File: config.mk
export PLATFORM = sky130hd
export DESIGN_NAME = ac_phase_angle_firing_timer_top
export DESIGN_NICKNAME = d
export VERILOG_FILES = /design/src/rtl/acpaft_pkg.sv /design/src/rtl/ac_phase_angle_firing_timer_top.sv
export SDC_FILE = /design/constraint.sdc
export NUM_CORES = 1
export LEC_CHECK = 0
export BUFFER_PORTS_ARGS = -buffer_cell sky130_fd_sc_hd__buf_2
export CORE_MARGIN = 4
export CORE_UTILIZATION = 60
export DETAILED_ROUTE_END_ITERATION = 8
export GPL_TIMING_DRIVEN = 0
export PLACE_DENSITY_LB_ADDON = 0.25
export SLEW_MARGIN = 0
export SYNTH_ARGS = -nofsm -noshare
export SYNTH_HDL_FRONTEND = slang
export SYNTH_SLANG_ARGS = --single-unit
File: constraint.sdc
create_clock -name clock -period 7.9 [get_ports clock]
set_input_delay 1.975 -clock clock [delete_from_list [all_inputs] [get_ports clock]]
set_output_delay 1.975 -clock clock [all_outputs]
set_load 0.005 [all_outputs]
File: src/rtl/acpaft_pkg.sv
// package for the ac phase-angle firing timer
// holds defaults, register index codes and the equal-area firing delay table
// no dependencies
package acpaft_pkg;

   // field widths
   localparam int LEVEL_W     = 7;
   localparam int DELAY_W     = 14;
   localparam int TIME_W      = 16;
   localparam int MARGIN_W    = 10;
   localparam int TABLE_SIZE  = 128;

   // parameter defaults
   localparam int LEVEL_COUNT_DEF = 128;
   localparam int COUNT_WIDTH_DEF = 16;

   // register reset values
   localparam logic [TIME_W-1:0]   LOCKOUT_RST = 16'd12500;
   localparam logic [TIME_W-1:0]   PERIOD_RST  = 16'd16667;
   localparam logic [MARGIN_W-1:0] MARGIN_RST  = 10'd100;

   // largest power level
   localparam logic [LEVEL_W-1:0] MAX_LEVEL = 7'd127;

   // register index codes
   typedef enum logic [1:0] {
      CSR_LOCKOUT = 2'd0,
      CSR_PERIOD  = 2'd1,
      CSR_MARGIN  = 2'd2
   } csr_index_type;

   typedef logic [DELAY_W-1:0] delay_type;

   // firing delay in ticks per level, equal conducted area per step
   localparam delay_type DELAY_ROM [TABLE_SIZE] = '{
      14'd8333, 14'd7862, 14'd7666, 14'd7515, 14'd7387, 14'd7274, 14'd7171, 14'd7076,
      14'd6987, 14'd6904, 14'd6824, 14'd6749, 14'd6676, 14'd6606, 14'd6538, 14'd6472,
      14'd6408, 14'd6346, 14'd6286, 14'd6226, 14'd6168, 14'd6112, 14'd6056, 14'd6001,
      14'd5947, 14'd5895, 14'd5842, 14'd5791, 14'd5740, 14'd5690, 14'd5641, 14'd5592,
      14'd5544, 14'd5496, 14'd5448, 14'd5401, 14'd5355, 14'd5309, 14'd5263, 14'd5217,
      14'd5172, 14'd5127, 14'd5083, 14'd5039, 14'd4995, 14'd4951, 14'd4907, 14'd4864,
      14'd4821, 14'd4778, 14'd4735, 14'd4692, 14'd4650, 14'd4607, 14'd4565, 14'd4523,
      14'd4481, 14'd4439, 14'd4397, 14'd4355, 14'd4313, 14'd4271, 14'd4229, 14'd4188,
      14'd4146, 14'd4104, 14'd4062, 14'd4020, 14'd3979, 14'd3937, 14'd3895, 14'd3853,
      14'd3811, 14'd3768, 14'd3726, 14'd3684, 14'd3641, 14'd3598, 14'd3556, 14'd3513,
      14'd3469, 14'd3426, 14'd3382, 14'd3339, 14'd3295, 14'd3250, 14'd3206, 14'd3161,
      14'd3116, 14'd3071, 14'd3025, 14'd2979, 14'd2932, 14'd2885, 14'd2838, 14'd2790,
      14'd2741, 14'd2693, 14'd2643, 14'd2593, 14'd2542, 14'd2491, 14'd2439, 14'd2386,
      14'd2332, 14'd2277, 14'd2222, 14'd2165, 14'd2107, 14'd2048, 14'd1987, 14'd1925,
      14'd1861, 14'd1795, 14'd1728, 14'd1658, 14'd1585, 14'd1509, 14'd1430, 14'd1346,
      14'd1257, 14'd1162, 14'd1060, 14'd947,  14'd819,  14'd668,  14'd471,  14'd0
   };

endpackage

File: src/rtl/ac_phase_angle_firing_timer_top.sv
// Phase-angle firing timer for an ac load switch. One req beat is one microsecond
// tick and yields exactly one rsp beat; a new beat is taken every cycle (one tick
// per cycle sustained) while rsp_tready holds. The first register stage reads the
// firing delay table through its registered port, the second updates the
// elapsed counter, arming and switch state. A zero crossing is taken only once
// the elapsed count exceeds the lockout; the switch turns on when the count
// reaches the latched delay and off when it equals the lockout. The rsp stage is
// a register; while a result waits to be taken, stage 1 can still take one more
// req beat, then req_tready drops until the waiting result leaves.
// Depends on acpaft_pkg.
module ac_phase_angle_firing_timer_top
   import acpaft_pkg::*;
#(
   parameter int LEVEL_COUNT = LEVEL_COUNT_DEF,
   parameter int COUNT_WIDTH = COUNT_WIDTH_DEF
) (
   input  logic        clock,
   input  logic        reset,
   // input ticks
   input  logic        req_tvalid,
   output logic        req_tready,
   input  logic [15:0] req_tdata,   // [0] zero_cross_seen, [8:1] duty_request, [15:9] zero
   // results
   output logic        rsp_tvalid,
   input  logic        rsp_tready,
   output logic [15:0] rsp_tdata,   // [0] switch_on, [1] ac_present,
                                    // [8:2] applied_level, [9] crossing_accepted,
                                    // [15:10] zero
   // register writes
   input  logic        csr_valid,
   output logic        csr_ready,
   input  logic [1:0]  csr_index,
   input  logic [15:0] csr_data
);

   // largest table index reachable
   localparam int IDX_CAP_I = (LEVEL_COUNT - 1 < TABLE_SIZE - 1) ?
                              (LEVEL_COUNT - 1) : (TABLE_SIZE - 1);
   localparam logic [LEVEL_W-1:0] IDX_CAP = LEVEL_W'(IDX_CAP_I);
   // compare width covers counter and period plus margin
   localparam int CMP_W = (COUNT_WIDTH > TIME_W + 1) ? COUNT_WIDTH : (TIME_W + 1);
   localparam logic [COUNT_WIDTH-1:0] COUNT_MAX = '1;

   // configuration registers
   logic [TIME_W-1:0]   lockout_ff;
   logic [TIME_W-1:0]   period_ff;
   logic [MARGIN_W-1:0] margin_ff;

   assign csr_ready = 1'b1;

   always_ff @(posedge clock) begin
      if (reset) begin
         lockout_ff <= LOCKOUT_RST;
         period_ff  <= PERIOD_RST;
         margin_ff  <= MARGIN_RST;
      end else if (csr_valid) begin
         case (csr_index)
            CSR_LOCKOUT: lockout_ff <= csr_data;
            CSR_PERIOD:  period_ff  <= csr_data;
            CSR_MARGIN:  margin_ff  <= csr_data[MARGIN_W-1:0];
            default:     ;
         endcase
      end
   end

   // pipeline flow control
   logic s1_valid_ff;
   logic rsp_valid_ff;
   logic advance;
   logic req_take;

   assign advance    = !rsp_valid_ff || rsp_tready;
   assign req_tready = !s1_valid_ff || advance;
   assign req_take   = req_tvalid && req_tready;
   assign rsp_tvalid = rsp_valid_ff;

   always_ff @(posedge clock) begin
      if (reset) begin
         s1_valid_ff  <= 1'b0;
         rsp_valid_ff <= 1'b0;
      end else begin
         if (req_tready) s1_valid_ff <= req_tvalid;
         if (advance)    rsp_valid_ff <= s1_valid_ff;
      end
   end

   // input clip and table address
   logic [7:0]         duty_in;
   logic [LEVEL_W-1:0] level_in;
   logic [LEVEL_W-1:0] rom_addr;

   assign duty_in  = req_tdata[8:1];
   assign level_in = (duty_in > {1'b0, MAX_LEVEL}) ? MAX_LEVEL : duty_in[LEVEL_W-1:0];
   assign rom_addr = (level_in > IDX_CAP) ? IDX_CAP : level_in;

   // stage 1: registered table read and item payload
   logic               s1_zc_ff;
   logic [LEVEL_W-1:0] s1_level_ff;
   delay_type          s1_delay_ff;

   always_ff @(posedge clock) begin
      if (req_take) begin
         s1_zc_ff    <= req_tdata[0];
         s1_level_ff <= level_in;
         s1_delay_ff <= DELAY_ROM[rom_addr];
      end
   end

   // tick state
   logic [COUNT_WIDTH-1:0] elapsed_ff, elapsed_in;
   delay_type              delay_ff, delay_in;
   logic                   armed_ff, armed_in;
   logic                   switch_ff, switch_in;

   logic [COUNT_WIDTH-1:0] elapsed_inc;
   logic [CMP_W-1:0]       elapsed_x;
   logic [CMP_W-1:0]       elapsed_inc_x;
   logic [CMP_W-1:0]       lockout_x;
   logic [CMP_W-1:0]       hot_limit_x;
   logic                   accepted;
   logic                   present;

   // stage 2: counter, crossing, firing and off logic
   always_comb begin
      elapsed_inc   = (elapsed_ff != COUNT_MAX) ? elapsed_ff + 1'b1 : elapsed_ff;
      elapsed_inc_x = CMP_W'(elapsed_inc);
      lockout_x     = CMP_W'(lockout_ff);
      hot_limit_x   = CMP_W'({1'b0, period_ff} + {{(TIME_W + 1 - MARGIN_W){1'b0}}, margin_ff});
      accepted      = s1_zc_ff && (elapsed_inc_x > lockout_x);
      elapsed_in    = accepted ? '0 : elapsed_inc;
      delay_in      = delay_ff;
      armed_in      = armed_ff;
      switch_in     = switch_ff;
      if (accepted) begin
         if (s1_level_ff != '0) begin
            delay_in = s1_delay_ff;
            armed_in = 1'b1;
         end else begin
            armed_in = 1'b0;
         end
      end
      elapsed_x = CMP_W'(elapsed_in);
      if (armed_in && (elapsed_x >= CMP_W'(delay_in))) begin
         switch_in = 1'b1;
         armed_in  = 1'b0;
      end
      if (elapsed_x == lockout_x) switch_in = 1'b0;
      present = elapsed_x < hot_limit_x;
   end

   always_ff @(posedge clock) begin
      if (reset) begin
         elapsed_ff <= '0;
         delay_ff   <= '0;
         armed_ff   <= 1'b0;
         switch_ff  <= 1'b0;
      end else if (s1_valid_ff && advance) begin
         elapsed_ff <= elapsed_in;
         delay_ff   <= delay_in;
         armed_ff   <= armed_in;
         switch_ff  <= switch_in;
      end
   end

   // result register
   logic [15:0] rsp_data_ff;

   always_ff @(posedge clock) begin
      if (s1_valid_ff && advance) begin
         rsp_data_ff <= {6'd0, accepted, s1_level_ff, present, switch_in};
      end
   end

   assign rsp_tdata = rsp_data_ff;

endmodule
==> impl_metrics.env, run 1 <==
export IMPL_first_global_vias=8518
export IMPL_cp_max_fo=10
export IMPL_clkSlewWorstSetupHoldPaths_ps=80
export IMPL_diodes=0
export IMPL_ios=58
export IMPL_yosysTopAreaCell="dfxtp_1"
export IMPL_wl_met2_um=12700
export IMPL_fmax_ghz=0.150
export IMPL_hold_class="reg -> reg"
export IMPL_ys_async_sr_fraction=0
export IMPL_area_delta_synth_final_pct=8.52
export IMPL_ys_warn_count=0
export IMPL_rr_endpoint="rsp_tdata[1]"
export IMPL_cellPowerDensity_mw_per_mm2=148
export IMPL_design_area_mm2=0.00928
export IMPL_rsz0062_at_grt="false"
export IMPL_m1WireLength_um=12100
export IMPL_path_class="reg -> reg"
export IMPL_fin_crit_sh=0.841
export IMPL_finalMaxSlewViolations=0
export IMPL_finalHoldViolations=0
export IMPL_dr_pass1_iters=6
export IMPL_cp_end_kind="register"
export IMPL_min_period_ps=6650
export IMPL_ir_drop_mv=0.154
export IMPL_top_layer="met4"
export IMPL_wirelength_um=30000
export IMPL_root_buffer="clkbuf_16"
export IMPL_slew_headroom=0.239
export IMPL_setup_worst_path_start_class="register"
export IMPL_synthDistinctLibCells=84
export IMPL_ff_latch_area_mm2=0.00248
export IMPL_grt_overflow=0
export IMPL_final_layout_size_suffix_gt1_frac=0.0878
export IMPL_num_rows=43
export IMPL_arrival_ps=6730
export IMPL_min_from="s1_level_ff[6]"
export IMPL_grt_usage=0.362
export IMPL_tightest_slew_ps=1140
export IMPL_synth_edf_count=32
export IMPL_rr_worst_depth=23
export IMPL_syn_area_mm2=0.00855
export IMPL_die_w_um=127
export IMPL_postSynthAreaPerCell_um2=7.68
export IMPL_status="completed"
export IMPL_synthCells=1113
export IMPL_yosysTopAreaCellShare=0.178
export IMPL_layout_nets=1278
export IMPL_drt_iter0_drc=1422
export IMPL_grt_pass1_wl_um=45900
export IMPL_routed_via_count=9152
export IMPL_min_to="rsp_tdata[8]"
export IMPL_r2r_slack_ps=1250
export IMPL_p_leak_nw=3.78
export IMPL_antenna_found_initial=0
export IMPL_p_total_mw=1.37
export IMPL_via_per_inst=6.76
export IMPL_cp_required_ps=7980
export IMPL_ant_nets=0
export IMPL_fillers=1171
export IMPL_wl_per_cell_um=22.2
export IMPL_route_detailed_drc=0
export IMPL_cts_tree="built"
export IMPL_finalSetupViolCount=0
export IMPL_clockBufferDepth=2
export IMPL_core_region_area_mm2=0.0139
export IMPL_synthFlopType="dfxtp_1"
export IMPL_hold_path_depth=0
export IMPL_dr_wl_met3_um=3750
export IMPL_ys_ff_latch=108
export IMPL_clock_sinks=108
export IMPL_dpl_cell_area_mm2=0.00899
export IMPL_multi_input_area_mm2=0.00556
export IMPL_cts_resized=0
export IMPL_grt_max_degree=23
export IMPL_die_h_um=127
export IMPL_htree_num_levels=3
export IMPL_cts_made_buffers=9
export IMPL_r2r_start="elapsed_ff[0]"
export IMPL_hpwl_um=22700
export IMPL_ys_seq_area_frac=0.290
export IMPL_cts_hold_buffers=0
export IMPL_start_util=0.614
export IMPL_place_congestion=1.06
export IMPL_clk_insertion_delay_late_ps=360
export IMPL_finalClockSkew_ps=6.11
export IMPL_die_area_mm2=0.0162
export IMPL_synth_area_leaders="dfxtp_1 18%, edfxtp_1 11%, ha_1 10%"
export IMPL_setup_tns_final_ps=0
export IMPL_postCtsSetupBuffers=0
export IMPL_portBuffers=39
export IMPL_cap_violations=0
-- metrics by stage --
stage	util	hold slack [ps]	setup WS, ps	std cells
after global placement	0.645	424	1590	1337
after CTS	0.666	438	1500	1353
after global routing	0.666	457	1030	1353
after floorplan	-	417	2580	1118
after detailed placement	0.645	426	1570	1337
final	0.666	439	1250	1353
-- cell families after synthesis --
| logic type | Yosys count | share of synthesized area |
|---|---|---|
| AO/OA/AOI/OAI | 349 | 0.262 |
| XOR/XNOR | 30 | 0.0332 |
| adder cells (fa/ha/maj) | 71 | 0.105 |
| buffers and inverters | 123 | 0.0620 |
| flip-flops | 108 | 0.290 |
| multiplexers | 22 | 0.0279 |
| other | 2 | 0.000878 |
| AND/OR/NAND/NOR | 408 | 0.219 |
-- cell type report --
class | instances | area share
timing repair buffer | 39 | 0.0210
tap | 180 | 0.0243
multi-input combinational | 887 | 0.599
clock inverter | 7 | 0.00688
clock buffer | 9 | 0.0243
buffer | 76 | 0.0382
inverter | 47 | 0.0190
sequential | 108 | 0.268
-- state kept, by name, indices dropped and copies added, names as in the netlist --
| name | cells |
|---|---|
| elapsed_ff | 16 |
| period_ff | 16 |
| s1_level_ff | 7 |
| margin_ff | 10 |
| delay_ff | 14 |
| s1_zc_ff | 1 |
| rsp_tdata | 10 |
| s1_delay_ff | 14 |
| rsp_tvalid | 1 |
| switch_ff | 1 |
| armed_ff | 1 |
| s1_valid_ff | 1 |
| lockout_ff | 16 |
-- worst max-delay path, cell delays in order (launching register included) --
cell and delay [ps]:
dfxtp_1 440, ha_1 350, nand4_2 280, nor3_1 380, mux2i_1 520, inv_1 100
ha_1 300, nand4_1 130, or4_1 500, a21o_1 230, a31oi_4 300, clkbuf_8 250
clkbuf_1 420, nor2_1 250, ha_1 360, a21o_1 180, a21o_1 170, a21oi_1 140
o21ai_0 100, nand3_1 90, nand2_1 50, o21ai_0 200, a31oi_1 110, o21ai_0 500
-- worst max path at each step --
stage,start,to,slack [ps],cells after the start
2_1_floorplan,elapsed_ff[0],rsp_tdata[0],2580,23
3_3_place_gp,req_tdata[8],s1_delay_ff[8],1590,13
3_5_place_dp,elapsed_ff[0],rsp_tdata[1],1570,23
4_1_cts,elapsed_ff[0],rsp_tdata[1],1500,23
5_1_grt,elapsed_ff[0],rsp_tdata[1],1030,23
6_report,elapsed_ff[0],rsp_tdata[1],1250,23
-- layer usage --
layer,up-vias,global-route usage
li1,4130,-
met1,4191,0.499
met2,688,0.541
met3,143,0.0903
met4,0,0.152
met5,-,0
-- power breakdown --
| group | internal (mW) | switching (mW) |
|---|---|---|
| combinational | 0.101 | 0.206 |
| clock | 0.221 | 0.231 |
| sequential | 0.598 | 0.0150 |
-- synth_stat cells, types with 12 or more instances --
cell / count
dfxtp_1: 76
nand3_1: 28
nor2_1: 102
a211oi_1: 25
ha_1: 70
nand4_1: 12
a21oi_1: 132
o21ai_0: 71
clkbuf_1: 55
mux2i_1: 16
edfxtp_1: 32
a31oi_1: 18
inv_1: 44
nand2_1: 183
xnor2_1: 23
-- placed cells by master (no fill, tap or decap), drive strengths merged, types with 14 or more instances in the layout --
| cell | instances |
|---|---|
| clkbuf | 69 |
| nor2 | 102 |
| nand3 | 29 |
| a21oi | 133 |
| buf | 55 |
| xnor2 | 24 |
| a211oi | 25 |
| mux2i | 16 |
| nand2 | 183 |
| edfxtp | 32 |
| nand4 | 14 |
| dfxtp | 76 |
| inv | 49 |
| o21ai | 72 |
| ha | 70 |
| a31oi | 19 |
Power figures use the tool's default switching activity.
==> inputs of run 2 (changes only) <==
--- a/config.mk
+++ b/config.mk
@@ -7,7 +7,7 @@
 export LEC_CHECK = 0
 export BUFFER_PORTS_ARGS = -buffer_cell sky130_fd_sc_hd__buf_2
 export CORE_MARGIN = 4
-export CORE_UTILIZATION = 60
+export CORE_UTILIZATION = 56
 export DETAILED_ROUTE_END_ITERATION = 8
 export GPL_TIMING_DRIVEN = 0
 export PLACE_DENSITY_LB_ADDON = 0.25
==> constraint.sdc (replaced) <==
create_clock -name clock -period 5.9 [get_ports clock]
set_input_delay 1.475 -clock clock [delete_from_list [all_inputs] [get_ports clock]]
set_output_delay 1.475 -clock clock [all_outputs]
set_load 0.005 [all_outputs]
==> impl_metrics.env, run 2 (synthesized netlist as in run 1, its figures left out) <==
export IMPL_area_delta_synth_final_pct=11.5
export IMPL_num_rows=44
export IMPL_fin_crit_sh=0.973
export IMPL_grt_max_degree=23
export IMPL_first_global_vias=8904
export IMPL_grt_pass1_wl_um=49800
export IMPL_fin_util=0.646
export IMPL_p_sw_uw=636
export IMPL_grt_overflow=0
export IMPL_start_util=0.580
export IMPL_cp_max_fo=8
export IMPL_finalMaxSlewViolations=0
export IMPL_setup_worst_path_start_class="register"
export IMPL_seqPwrFrac=0.438
export IMPL_clkSlewWorstSetupHoldPaths_ps=80
export IMPL_dpl_cell_area_mm2=0.00899
export IMPL_clock_sinks=108
export IMPL_p_leak_nw=3.87
export IMPL_cts_hold_buffers=0
export IMPL_setup_tns_final_ps=0
export IMPL_finalSetupViolCount=0
export IMPL_place_congestion=1.07
export IMPL_min_period_ps=5740
export IMPL_fillers=1233
export IMPL_cp_required_ps=6160
export IMPL_design_area_mm2=0.00953
export IMPL_die_h_um=132
export IMPL_dr_pass1_iters=6
export IMPL_die_area_mm2=0.0173
export IMPL_ir_drop_mv=0.154
export IMPL_path_class="reg -> reg"
export IMPL_status="completed"
export IMPL_clkPwrFrac=0.334
export IMPL_cellPowerDensity_mw_per_mm2=197
export IMPL_final_layout_size_suffix_gt1_frac=0.115
export IMPL_wl_per_cell_um=24.3
export IMPL_dpl_worst_slack_ps=-428
export IMPL_clockBufferDepth=2
export IMPL_finalHoldViolations=0
export IMPL_final_cells=1368
export IMPL_cts_tree="built"
export IMPL_portBuffers=39
export IMPL_htree_num_levels=3
export IMPL_root_buffer="clkbuf_16"
export IMPL_fmax_ghz=0.174
export IMPL_intPower_mw=1.24
export IMPL_cap_violations=0
export IMPL_timing_final_ws_setup_ps=156
export IMPL_hpwl_um=24400
export IMPL_ios=58
export IMPL_via_per_inst=6.87
export IMPL_whs_ps=450
export IMPL_p_total_mw=1.88
export IMPL_core_region_area_mm2=0.0148
export IMPL_cp_end_kind="register"
export IMPL_swShare=0.339
export IMPL_slew_headroom=0.184
export IMPL_reg_top3="elapsed_ff: 16 flops, lockout_ff: 16 flops, period_ff: 16 flops"
export IMPL_mostFrequentLayoutCell="nand2_1"
export IMPL_routed_via_count=9404
export IMPL_route_detailed_drc=0
export IMPL_die_w_um=132
export IMPL_hold_class="reg -> reg"
export IMPL_drt_iter0_drc=1295
export IMPL_wirelength_um=33200
export IMPL_place_inst=1341
export IMPL_final_cell_mix="183 x nand2_1, 132 x a21oi_1, 101 x nor2_1, 69 x o21ai_0, 69 x ha_1"
export IMPL_tightest_slew_ps=1220
export IMPL_clk_insertion_delay_late_ps=370
export IMPL_combPwrFrac=0.228
export IMPL_antenna_found_initial=2
export IMPL_finalClockSkew_ps=13.1
export IMPL_arrival_ps=6000
export IMPL_cts_made_buffers=9
export IMPL_grt_usage=0.366
export IMPL_layout_nets=1288
export IMPL_ant_nets=0
run 2: cell types whose count changed in the layout (fill, tap and decap cells not counted), sizes merged:
cell	delta
buf	+10
clkinv	+1
diode	+1
inv	-1
run 2: final cells by class:
cell class / instances / area [µm²] / share of cell area
Timing Repair Buffer: 49 / 283 / 0.0297
Buffer: 76 / 355 / 0.0373
Tap cell: 184 / 230 / 0.0242
Sequential cell: 108 / 2500 / 0.262
Clock buffer: 9 / 225 / 0.0236
Antenna cell: 1 / 2.50 / 0.000263
Inverter: 47 / 176 / 0.0185
Clock inverter: 7 / 86.3 / 0.00906
Multi-Input combinational cell: 887 / 5670 / 0.595
run 2: power by group through the flow:
stage	registers [mW]	logic (mW)	clock network [mW]
after global routing	0.826	0.455	0.652
after CTS	0.822	0.406	0.630
final	0.823	0.428	0.627
after floorplan	0.832	0.265	0
after global placement	0.835	0.402	0
after detailed placement	0.838	0.402	0
run 2: worst max-delay path, stage by stage (launching register included):
cell and delay [ps]:
dfxtp_1 310, buf_2 220, and4_2 300, and3_2 250, nor4_2 60, xnor2_1 340
inv_1 90, ha_1 320, nand4_1 140, or4_4 510, a21o_1 200, a31oi_4 250
clkbuf_8 210, o41ai_4 120, buf_12 160, mux2_2 280, ha_1 270, nand2b_1 120
a21oi_1 90, nor2b_1 130, o21ai_0 90, a21oi_1 140, a31oi_1 120, o31ai_1 360
a21oi_1 140, buf_4 150, a2111oi_1 290
run 2: per-layer routing:
layer / vias up / wire, µm / track usage
met3: 166 / 4580 / 0.127
met5: - / 27 / 0
met2: 701 / 14200 / 0.557
li1: 4159 / - / -
met4: 4 / 1600 / 0.169
met1: 4374 / 12800 / 0.467
run 2: final timing paths:
path / start / end / slack [ps] / depth (start not counted)
setup / recovery: elapsed_ff[8] / switch_ff / 160 / 26
hold / removal: s1_level_ff[6] / rsp_tdata[8] / 450 / 0
setup reg to reg: elapsed_ff[8] / switch_ff / 160 / 26
hold reg to reg: s1_level_ff[6] / rsp_tdata[8] / 450 / 0
run 2: timing repair:
item / in CTS / in global routing
pin swaps: 1 / 6
setup buffers: 3 / 7
endpoints found under the setup margin: 4 / 4
gates resized for setup: 14 / 20
